--- src/rtl/sl_pkg.sv ---
`timescale 1ns / 1ps

package sl_pkg;

	typedef enum logic [3:0] {
		KIND_ASSIGN  = 4'd0,
		KIND_PLUS    = 4'd1,
		KIND_LPAREN  = 4'd2,
		KIND_RPAREN  = 4'd3,
		KIND_LBRACE  = 4'd4,
		KIND_RBRACE  = 4'd5,
		KIND_SEMI    = 4'd6,
		KIND_INT     = 4'd7,
		KIND_LITERAL = 4'd8,
		KIND_IDENT   = 4'd9
	} kind_t;

	localparam logic [7:0] CH_ASSIGN = 8'h3D;
	localparam logic [7:0] CH_PLUS   = 8'h2B;
	localparam logic [7:0] CH_LPAREN = 8'h28;
	localparam logic [7:0] CH_RPAREN = 8'h29;
	localparam logic [7:0] CH_LBRACE = 8'h7B;
	localparam logic [7:0] CH_RBRACE = 8'h7D;
	localparam logic [7:0] CH_SEMI   = 8'h3B;
	localparam logic [7:0] CH_SPACE  = 8'h20;
	localparam logic [7:0] CH_TAB    = 8'h09;
	localparam logic [7:0] CH_CR     = 8'h0D;
	localparam logic [7:0] CH_ZERO   = 8'h30;
	localparam logic [7:0] CH_NINE   = 8'h39;

	localparam logic [2:0]  KW_LEN    = 3'd3;
	localparam logic [2:0]  KW_FAILED = 3'd4;
	localparam logic [15:0] LEN_MAX   = 16'hFFFF;

	typedef struct packed {
		kind_t       kind;
		logic [31:0] start;
		logic [15:0] length;
	} token_t;

	// One queue entry holds every token caused by one input character.
	typedef struct packed {
		token_t tok0;
		token_t tok1;
		logic   two;
	} entry_t;

	function automatic logic [7:0] kw_char(input logic [1:0] idx);
		logic [7:0] ch;
		case (idx)
			2'd0:    ch = 8'h69;
			2'd1:    ch = 8'h6E;
			2'd2:    ch = 8'h74;
			default: ch = 8'h00;
		endcase
		return ch;
	endfunction

endpackage

--- src/rtl/sl_front.sv ---
`timescale 1ns / 1ps

module sl_front (
	input  logic            clk,
	input  logic            arst_n,
	input  logic            in_valid,
	output logic            in_stall,
	input  logic [7:0]      char_code,
	input  logic            end_of_input,
	input  logic            queue_full,
	output logic            push,
	output sl_pkg::entry_t  push_entry
);
	import sl_pkg::*;

	logic [31:0] pos_q;
	logic [15:0] len_q;
	logic [31:0] start_q;
	logic [7:0]  first_q;
	logic [2:0]  kp_q;
	logic        digits_q;

	logic   accept;
	logic   pending;
	logic   is_sym;
	logic   is_space;
	kind_t  sym_kind;
	kind_t  word_kind;
	token_t word_tok;
	token_t sym_tok;
	logic   kw_step;

	assign in_stall = queue_full;
	assign accept   = in_valid & ~queue_full;
	assign pending  = (len_q != 16'd0);

	always_comb begin
		is_sym   = 1'b1;
		sym_kind = KIND_ASSIGN;
		case (char_code)
			CH_ASSIGN: sym_kind = KIND_ASSIGN;
			CH_LPAREN: sym_kind = KIND_LPAREN;
			CH_RPAREN: sym_kind = KIND_RPAREN;
			CH_SEMI:   sym_kind = KIND_SEMI;
			default:   is_sym = 1'b0;
		endcase
	end

	assign is_space = (char_code == CH_SPACE) || (char_code inside {[CH_TAB:CH_CR]});

	always_comb begin
		if (first_q == CH_PLUS) begin
			word_kind = KIND_PLUS;
		end else if (first_q == CH_LBRACE) begin
			word_kind = KIND_LBRACE;
		end else if (first_q == CH_RBRACE) begin
			word_kind = KIND_RBRACE;
		end else if (len_q == 16'd3 && kp_q == KW_LEN) begin
			word_kind = KIND_INT;
		end else if (digits_q) begin
			word_kind = KIND_LITERAL;
		end else begin
			word_kind = KIND_IDENT;
		end
	end

	assign word_tok = '{kind: word_kind, start: start_q, length: len_q};
	assign sym_tok  = '{kind: sym_kind, start: pos_q, length: 16'd1};

	assign kw_step = (kp_q < KW_LEN) && ({13'd0, kp_q} == len_q) &&
		(char_code == kw_char(kp_q[1:0]));

	always_comb begin
		push       = 1'b0;
		push_entry = '{tok0: word_tok, tok1: sym_tok, two: 1'b0};
		if (accept) begin
			if (end_of_input) begin
				push = pending;
			end else if (is_sym || is_space) begin
				push = pending | is_sym;
				push_entry.two = pending & is_sym;
				if (!pending) begin
					push_entry.tok0 = sym_tok;
				end
			end
		end
	end

	always_ff @(posedge clk or negedge arst_n) begin
		if (!arst_n) begin
			pos_q    <= 32'd0;
			len_q    <= 16'd0;
			start_q  <= 32'd0;
			first_q  <= 8'd0;
			kp_q     <= 3'd0;
			digits_q <= 1'b1;
		end else if (accept) begin
			if (end_of_input || is_sym || is_space) begin
				len_q    <= 16'd0;
				start_q  <= 32'd0;
				first_q  <= 8'd0;
				kp_q     <= 3'd0;
				digits_q <= 1'b1;
			end else begin
				if (!pending) begin
					start_q <= pos_q;
					first_q <= char_code;
				end
				kp_q <= kw_step ? kp_q + 3'd1 : KW_FAILED;
				if (char_code < CH_ZERO || char_code > CH_NINE) begin
					digits_q <= 1'b0;
				end
				if (len_q != LEN_MAX) begin
					len_q <= len_q + 16'd1;
				end
			end
			// end of input consumes no position
			if (!end_of_input) begin
				pos_q <= pos_q + 32'd1;
			end
		end
	end

endmodule

--- src/rtl/sl_queue.sv ---
`timescale 1ns / 1ps

module sl_queue #(
	parameter int DEPTH = 4
) (
	input  logic            clk,
	input  logic            arst_n,
	input  logic            push,
	input  sl_pkg::entry_t  push_entry,
	input  logic            pop,
	output logic            full,
	output logic            head_valid,
	output sl_pkg::entry_t  head_entry
);
	import sl_pkg::*;

	// DEPTH must be a power of two, at least 2, so the pointers wrap naturally; the block does not enforce this.
	localparam int PTR_W = $clog2(DEPTH);
	localparam int CNT_W = $clog2(DEPTH + 1);

	entry_t             mem_q [DEPTH];
	logic [PTR_W-1:0]   wr_ptr_q;
	logic [PTR_W-1:0]   rd_ptr_q;
	logic [CNT_W-1:0]   count_q;

	assign full       = (count_q == CNT_W'(DEPTH));
	assign head_valid = (count_q != '0);
	assign head_entry = mem_q[rd_ptr_q];

	always_ff @(posedge clk) begin
		if (push) begin
			mem_q[wr_ptr_q] <= push_entry;
		end
	end

	always_ff @(posedge clk or negedge arst_n) begin
		if (!arst_n) begin
			wr_ptr_q <= '0;
			rd_ptr_q <= '0;
			count_q  <= '0;
		end else begin
			if (push) begin
				wr_ptr_q <= wr_ptr_q + PTR_W'(1);
			end
			if (pop) begin
				rd_ptr_q <= rd_ptr_q + PTR_W'(1);
			end
			count_q <= count_q + CNT_W'(push) - CNT_W'(pop);
		end
	end

endmodule

--- src/rtl/sl_back.sv ---
`timescale 1ns / 1ps

module sl_back (
	input  logic            clk,
	input  logic            arst_n,
	input  logic            head_valid,
	input  sl_pkg::entry_t  head_entry,
	output logic            pop,
	output logic            out_valid,
	input  logic            out_stall,
	output logic [3:0]      token_kind,
	output logic [31:0]     token_start,
	output logic [15:0]     token_length,
	output logic            last_of_run
);
	import sl_pkg::*;

	logic   out_valid_q;
	logic   second_q;
	token_t tok_q;
	logic   last_q;

	logic   load;
	logic   split_first;

	assign load        = head_valid && (!out_valid_q || !out_stall);
	// hold the entry for a second transaction when it carries two tokens
	assign split_first = head_entry.two && !second_q;
	assign pop         = load && !split_first;

	always_ff @(posedge clk or negedge arst_n) begin
		if (!arst_n) begin
			out_valid_q <= 1'b0;
			second_q    <= 1'b0;
		end else begin
			if (load) begin
				out_valid_q <= 1'b1;
				second_q    <= split_first;
			end else if (!out_stall) begin
				out_valid_q <= 1'b0;
			end
		end
	end

	always_ff @(posedge clk) begin
		if (load) begin
			tok_q  <= second_q ? head_entry.tok1 : head_entry.tok0;
			last_q <= !split_first;
		end
	end

	assign out_valid    = out_valid_q;
	assign token_kind   = tok_q.kind;
	assign token_start  = tok_q.start;
	assign token_length = tok_q.length;
	assign last_of_run  = last_q;

endmodule

--- src/rtl/separator_lexer_top.sv ---
`timescale 1ns / 1ps
// A token enters the queue when the character that closes it is accepted, then is registered at the output.
// Throughput: one character per cycle; a character that both ends a word and is a
// symbol yields two tokens, which leave as two output transactions from one queue entry.
// Input stalls only when the QUEUE_DEPTH-entry queue between front and back is full.
// Reset clears position, pending word, queue and output valid; no clearing pass.

module separator_lexer_top #(
	parameter int QUEUE_DEPTH = 4
) (
	input  logic        clk,
	input  logic        arst_n,
	input  logic        in_valid,
	output logic        in_stall,
	input  logic [7:0]  char_code,
	input  logic        end_of_input,
	output logic        out_valid,
	input  logic        out_stall,
	output logic [3:0]  token_kind,
	output logic [31:0] token_start,
	output logic [15:0] token_length,
	output logic        last_of_run
);
	import sl_pkg::*;

	logic   push;
	logic   pop;
	logic   full;
	logic   head_valid;
	entry_t push_entry;
	entry_t head_entry;

	sl_front u_front (
		.clk          (clk),
		.arst_n       (arst_n),
		.in_valid     (in_valid),
		.in_stall     (in_stall),
		.char_code    (char_code),
		.end_of_input (end_of_input),
		.queue_full   (full),
		.push         (push),
		.push_entry   (push_entry)
	);

	sl_queue #(
		.DEPTH (QUEUE_DEPTH)
	) u_queue (
		.clk        (clk),
		.arst_n     (arst_n),
		.push       (push),
		.push_entry (push_entry),
		.pop        (pop),
		.full       (full),
		.head_valid (head_valid),
		.head_entry (head_entry)
	);

	sl_back u_back (
		.clk          (clk),
		.arst_n       (arst_n),
		.head_valid   (head_valid),
		.head_entry   (head_entry),
		.pop          (pop),
		.out_valid    (out_valid),
		.out_stall    (out_stall),
		.token_kind   (token_kind),
		.token_start  (token_start),
		.token_length (token_length),
		.last_of_run  (last_of_run)
	);

endmodule

--- config.mk ---
export PLATFORM = sky130hd
export DESIGN_NAME = separator_lexer_top
export DESIGN_NICKNAME = d
export VERILOG_FILES = /design/src/rtl/sl_pkg.sv /design/src/rtl/sl_front.sv /design/src/rtl/sl_queue.sv /design/src/rtl/sl_back.sv /design/src/rtl/separator_lexer_top.sv
export SDC_FILE = /design/constraint.sdc
export NUM_CORES = 1
export LEC_CHECK = 0
export BUFFER_PORTS_ARGS = -buffer_cell sky130_fd_sc_hd__buf_2
export CAP_MARGIN = 20
export CORE_MARGIN = 2
export CORE_UTILIZATION = 45
export DETAILED_ROUTE_END_ITERATION = 7
export HOLD_SLACK_MARGIN = 0.06
export PLACE_DENSITY = 0.71
export SLEW_MARGIN = 20
export SYNTH_ARGS = -nofsm -noshare
export SYNTH_HDL_FRONTEND = slang
export SYNTH_SLANG_ARGS = --single-unit
--- constraint.sdc ---
create_clock -name clk -period 5.2 [get_ports clk]
set_clock_uncertainty 0.2 [all_clocks]
set_input_delay 1.04 -clock clk [delete_from_list [all_inputs] [get_ports clk]]
set_output_delay 1.04 -clock clk [all_outputs]
set_load 0.01 [all_outputs]
---- After elaboration in Yosys (flattened, before gate mapping) ----
Memory sizes are Yosys's and may differ from the RTL's.
Cells that the tools add are included.
word-level totals
  flip-flop bits (word level) ............. 154
  bits in writable memories ............... 352
  bits of input ports ..................... 13
  output and inout port bits .............. 55
  logic and storage cells ................. 111
  memories ................................ 1
cells by class
  $add $sub $neg .......................... 7
  magnitude comparators ................... 5
  equality and inequality tests ........... 18
  multiplexer cells ....................... 33
  bitwise gates (word level) .............. 5
  reduce and logical (&&, ||, !) cells .... 27
memory list
  memory         depth  bits a word  read ports  clocked after Yosys merged registers in  wr ports  RTL line        source
  u_queue.mem_q  4      88           1           0                                        1         sl_queue.sv:21  entry_t mem_q [DEPTH];
operator list
  kind                                                                                  count
  52-bit 2-to-1 mux                                                                     5
  32-bit 2-to-1 mux                                                                     2
  8-bit by 6-bit equality test with 1-bit output (second input constant)                6
  32-bit by 1-bit adder with 32-bit output (second input constant)                      1
  16-bit 2-to-1 mux                                                                     2
  7-bit case mux with 3 select lines                                                    1
  16-bit by 1-bit adder with 16-bit output (second input constant)                      1
  16-bit by 2-bit equality test with 1-bit output (second input constant)               1
  3-bit by 16-bit equality test with 1-bit output                                       1
  8-bit by 7-bit equality test with 1-bit output (second input constant)                2
  4-bit 2-to-1 mux                                                                      4
  8-bit 2-to-1 mux                                                                      2
  16-bit inequality test (second input constant)                                        1
  16-bit nonzero test                                                                   1
  1-bit 2-to-1 mux                                                                      14
  3-bit case mux with 3 select lines                                                    1
  8-bit by 7-bit equality test with 1-bit output                                        1
  8-bit by 4-bit greater-or-equal comparator with 1-bit output (second input constant)  1
  8-bit by 6-bit greater-than comparator with 1-bit output (second input constant)      1
  8-bit by 4-bit less-or-equal comparator with 1-bit output (second input constant)     1
  8-bit by 6-bit < comparator with 1-bit output (second input constant)                 1
  2-bit AND reduction                                                                   4
  1-bit logical AND                                                                     7
  1-bit logical OR                                                                      6
  other kinds (20)                                                                      28

---- Depth between registers and ports, before layout ----
  word-level depth ........................ 10
  gate-level depth with buffers ........... 11
  mapped depth without buffers ............ 10

---- Modules after synthesis ----
A second synthesis with hierarchy kept.
unflattened totals
  cells, all modules ...................... 1193
  area total of the unflattened synthesis .. 23239.8 um^2
modules (own cells, without submodules)
  module    times used  cells an instance  area an instance (um^2)  sequential area each (um^2)
  sl_queue  1           583                15514.9                  12787.3
  sl_front  1           491                5161.2                   2303.5
  sl_back   1           119                2563.7                   1641.6

---- Worst setup path before layout ----
No wires, ideal clock.
  path type ............................... input-to-reg
  from .................................... input char_code[1]
  to ...................................... memory u_queue.mem_q[2][0] (netlist bit), enable pin
  setup time .............................. 0.456 ns
  arrival ................................. 4.473 ns
  data required time ...................... 4.544 ns
  path slack .............................. 0.071 ns
  stages on the path ...................... 6
  path buffers ............................ 1
  cell sequence ........................... buf_6 or4b_1 a211oi_2 o32ai_1 a21oi_1 and2_1
between the ends
  word-level cells in the longest chain between the ends .. 9
  elaborated cells on any way between the ends .. 18
  classes of those cells .................. 2 x order compare; 5 x eq/ne; 6 x mux; 1 x bitwise; 4 x reduce/logical
ends and longest elaborated chain
  what                                                                                        RTL line                        source
  start, declared                                                                             separator_lexer_top.sv:15       input logic [7:0] char_code,
  8-bit by 4-bit greater-or-equal comparator with 1-bit output, or another cell as far along  sl_front.sv:49                  assign is_space = (char_code == CH_SPACE) || (char_code inside {[CH_TAB:CH_CR]});
  1-bit logical AND or 4-bit OR reduction (tied branches)                                     n/a
  1-bit logical OR or 1-bit 2-to-1 mux (tied branches)                                        sl_front.sv:49, sl_front.sv:40
  1-bit logical OR or 1-bit bitwise OR (tied branches)                                        sl_front.sv:79, sl_front.sv:80
  1-bit 2-to-1 mux *                                                                          sl_front.sv:79                  end else if (is_sym || is_space) begin
  1-bit 2-to-1 mux *                                                                          sl_front.sv:77                  if (end_of_input) begin
  1-bit 2-to-1 mux *                                                                          sl_front.sv:76                  if (accept) begin
  via push                                                                                    separator_lexer_top.sv:26       logic push;
  1-bit 2-to-1 mux *                                                                          sl_queue.sv:31                  if (push) begin
  1-bit 2-to-1 mux (not written as such) *                                                    sl_queue.sv:32                  mem_q[wr_ptr_q] <= push_entry;
  end, declared                                                                               sl_queue.sv:21
The timed path passes the listed nets; every way through them passes the cells marked *.

---- Final worst setup path ----
  from .................................... input char_code[4]
  to ...................................... memory u_queue.mem_q[3][46] (netlist bit), enable pin
Same word-level chain as after synthesis.

==> summary.txt <==
Outcome
  • Status: completed

Worst setup path
  • CP endpoint kind: flop
  • CP arrival: 3.88 ns
  • Worst path cell trace: buf_2, nor4bb_1, nand4b_1, inv_1, o31ai_1, a21oi_1, and2_4, buf_4
  • Crit start category: input port
  • CP max stage cell: and2_4
  • Critical Path Fanout Max: 35
  • Critical path required time: 5.24 ns
  • Crit-path max cell delay: 0.68 ns
  • CP Class: input port to flop

STA
  • Post-route minimum period: 3.84 ns
  • Final setup TNS: 0 ns
  • Tcrit/Tclk final: 73.9%
  • Hold Slack: 0.304 ns
  • Fmax achieved: 0.260 GHz
  • Worst Tran Pin Value: 1.00 ns
  • Slew headroom: 33.2%
  • Slew Viols, Final: 0
  • Hold Fails Final Rpt: 0
  • Unrepaired setup endpoints after global routing: no
  • Final setup violation count: 0

Layout
  • Antenna cells: 0
  • Area of the multi-input gates: 5230 um^2
  • Nets@finish: 1,264
  • FILL cells: 3,465
  • Area growth, synth to finish: 12.5%
  • Seq. cell area: 14,700 um^2
  • Share of layout cells above drive strength 1: 24.0%
  • Non-filler cells, final: 1,865
  • Final Cell Area: 22,900 um^2

Power
  • Cell internal pwr: 8210 uW
  • Gate power share: 23.2%
  • Pwr Total: 11,400 uW
  • Pleak: 0.00828 uW
  • P_sw: 3230 uW
  • Sw Share: 28.2%
  • Clk pwr share: 29.3%
  • Pwr per Cell Area: 500 nW/um^2
  • Reg power frac: 47.5%
  • VDD IR max: 0.000281 V

Die
  • CORE AREA: 44,400 um^2
  • Die area: 46,900 um^2
  • Die height: 217 um
  • Rows: 77
  • Die X: 217 um
  • Initial core utilization: 45.8%
  • Ports: 68

Synthesis
  • Synth unique cells: 66
  • Sequential area share after synthesis: 72.2%
  • Syn Area/Cell: 17.5 um^2
  • Main flop type after synthesis: edfxtp_1
  • Synth area leaders: edfxtp_1 60%, dfrtp_1 12%, mux4_2 9.7%, nand2_1 2.5%, a22o_1 1.8%
  • Post-synth EDFFs: 405
  • Syn Inst Count: 1,165
  • Synth Net Count: 1,194
  • Synthesis Warnings: 0
  • Synth Register Bits: 506
  • Ys async rst share: 20.0%
  • Post-synth top area cell: edfxtp_1
  • Mapped Area: 20,300 um^2
  • Yosys top cell area share: 59.8%

Route
  • Number of DRC markers in iteration 0: 897
  • DRC errors left: 0
  • Routed length per instance: 21.4 um
  • Vias post-DR: 10,400
  • DRT Pass-1 Iters: 7
  • Final wirelength: 39,900 um
  • Antenna-violating nets left: 0
  • Vias per cell: 5.56

Clock network
  • CTS tree: yes
  • Clk sink count: 506
  • H-tree Lvls: 2
  • Max Buffers Root-to-Sink: 3
  • PostCTS Resize Cnt: 0
  • Post-CTS Repair Setup Buffers: 0
  • Clock Root Buffer: clkbuf_16
  • Clk slew on worst S/H paths: 0.06 ns
  • Post-CTS Hold Buffers: 0
  • CTS buffer count: 47
  • Clk_lat worst skew: 0.55 ns

Placed design
  • GP Congestion: 0.809
  • Dpl hpwl: 22,800 um
  • Number of port buffers: 67
  • Placed cell areas: 21,400 um^2
  • Placed Instances: 1,778

GRT
  • Total GRT Usage: 17.4%
  • Gr ovfl total: 0
  • Largest net degree at the start of global routing: 89
  • First-pass GRT wire length: 63,200 um
  • Number of global-route vias before repair: 10,700
  • Initial antenna violation count: 0

Worst hold path
  • Worst Hold Class: flop to flop

Run
  • Max Cap Viol: 0
==> metrics by stage <==
step | util [%] | worst slack [ns]
floorplan | - | 0.0708
global placement | 48.1 | 0.841
detailed placement | 48.1 | 0.780
CTS | 51.5 | 1.38
global route | 51.5 | 1.17
finish | 51.5 | 1.36
==> power groups by stage <==
stage / combinational (uW) / clock (uW) / sequential, uW
6_report: 2650 / 3360 / 5430
3_3_place_gp: 2700 / 0 / 5500
5_1_grt: 2910 / 3580 / 5500
2_1_floorplan: 1790 / 0 / 5490
4_1_cts: 2720 / 3430 / 5440
3_5_place_dp: 2710 / 0 / 5520
==> per-layer routing <==
metal | share of wire (%) | vias to the layer above | global-route usage, %
li1 | - | 4632 | -
met1 | 42 | 5379 | 23.7
met2 | 51 | 296 | 29.7
met3 | 5.3 | 60 | 2.60
met4 | 1.9 | 0 | 4.47
met5 | 0 | - | 0
==> flip-flops by register name (all words and copies together) (netlist names), 2 cells and up <==
register and count:
u_queue.mem_q 352, u_back.token_start 32, u_front.pos_q 32, u_front.start_q 32, u_back.token_length 16, u_front.len_q 16, u_front.first_q 8, u_back.token_kind 4
u_front.kp_q 3, u_queue.count_q 3, u_queue.rd_ptr_q 2, u_queue.wr_ptr_q 2
==> worst paths after layout <==
| kind | from | to | slack (ns) | depth (start not counted) |
|---|---|---|---|---|
| max | char_code[4] | u_queue.mem_q[3][46] | 1.36 | 8 |
| min | u_front.start_q[3] | u_front.start_q[3] | 0.30 | 1 |
| max reg2reg | u_front.len_q[6] | u_queue.mem_q[3][46] | 1.90 | 6 |
| min reg2reg | u_front.start_q[3] | u_front.start_q[3] | 0.30 | 1 |
| max in group asynchronous | arst_n | u_front.digits_q | 3.50 | 2 |
| min in group asynchronous | arst_n | u_front.start_q[9] | 0.31 | 1 |
==> cells in the final DEF (no fill, tap or decap), types with 18 or more instances in the layout <==
master     netlist  final
a22o_1          42     42
and2_1          22     18
buf_2           12     66
buf_4            2     19
clkbuf_16        0     50
dfrtp_1        100     98
edfxtp_1       405    405
inv_1           25     24
mux2_2          21     21
mux4_2          88     88
nand2_1        133    133
nand4_1         22     22
nor2_1          40     40
xnor2_1         36     36
==> logic make-up (layout without fill, tap and decap cells) <==
logic type | count (synthesis) | in the layout | share of synthesized area (%)
buf+inv | 96 | 204 | 2.17
simple gates | 298 | 298 | 7.20
mux | 126 | 126 | 12.1
fa+ha+maj | 16 | 16 | 1.02
xor+xnor | 52 | 52 | 2.24
compound gates | 71 | 71 | 3.01
flops | 506 | 506 | 72.2
==> worst max-delay path, delay by kind of cell <==
kind | cells | cell delay [ns]
compound gates | 2 | 0.69
buf+inv | 3 | 0.68
simple gates | 3 | 1.45
==> final cells by class <==
cell class | instances | area share (%)
clock buffer | 73 | 6.11
clock inverter | 14 | 0.514
inverter | 26 | 0.432
multi-input combinational | 563 | 22.9
sequential | 506 | 64.3
tap | 592 | 3.24
timing repair buffer | 91 | 2.59
==> cells in the mapped netlist, types with 2 or more instances <==
cell type,instances
a21o_1,2
a21oi_1,3
a22o_1,42
and2_1,22
and4_1,6
buf_1,8
buf_12,3
buf_2,12
buf_4,2
clkbuf_1,43
dfrtp_1,100
edfxtp_1,405
ha_1,15
inv_1,25
mux2_2,21
mux2_4,16
mux4_2,88
nand2_1,133
nand2b_1,3
nand3_1,15
nand4_1,22
nand4b_1,3
nor2_1,40
nor2b_1,3
nor3_1,17
nor4_1,12
nor4_2,4
o21ai_0,4
o41ai_1,4
or2_2,3
or3_1,3
or4_1,2
xnor2_1,36
xor2_1,16
Power figures use the tool's default switching activity.
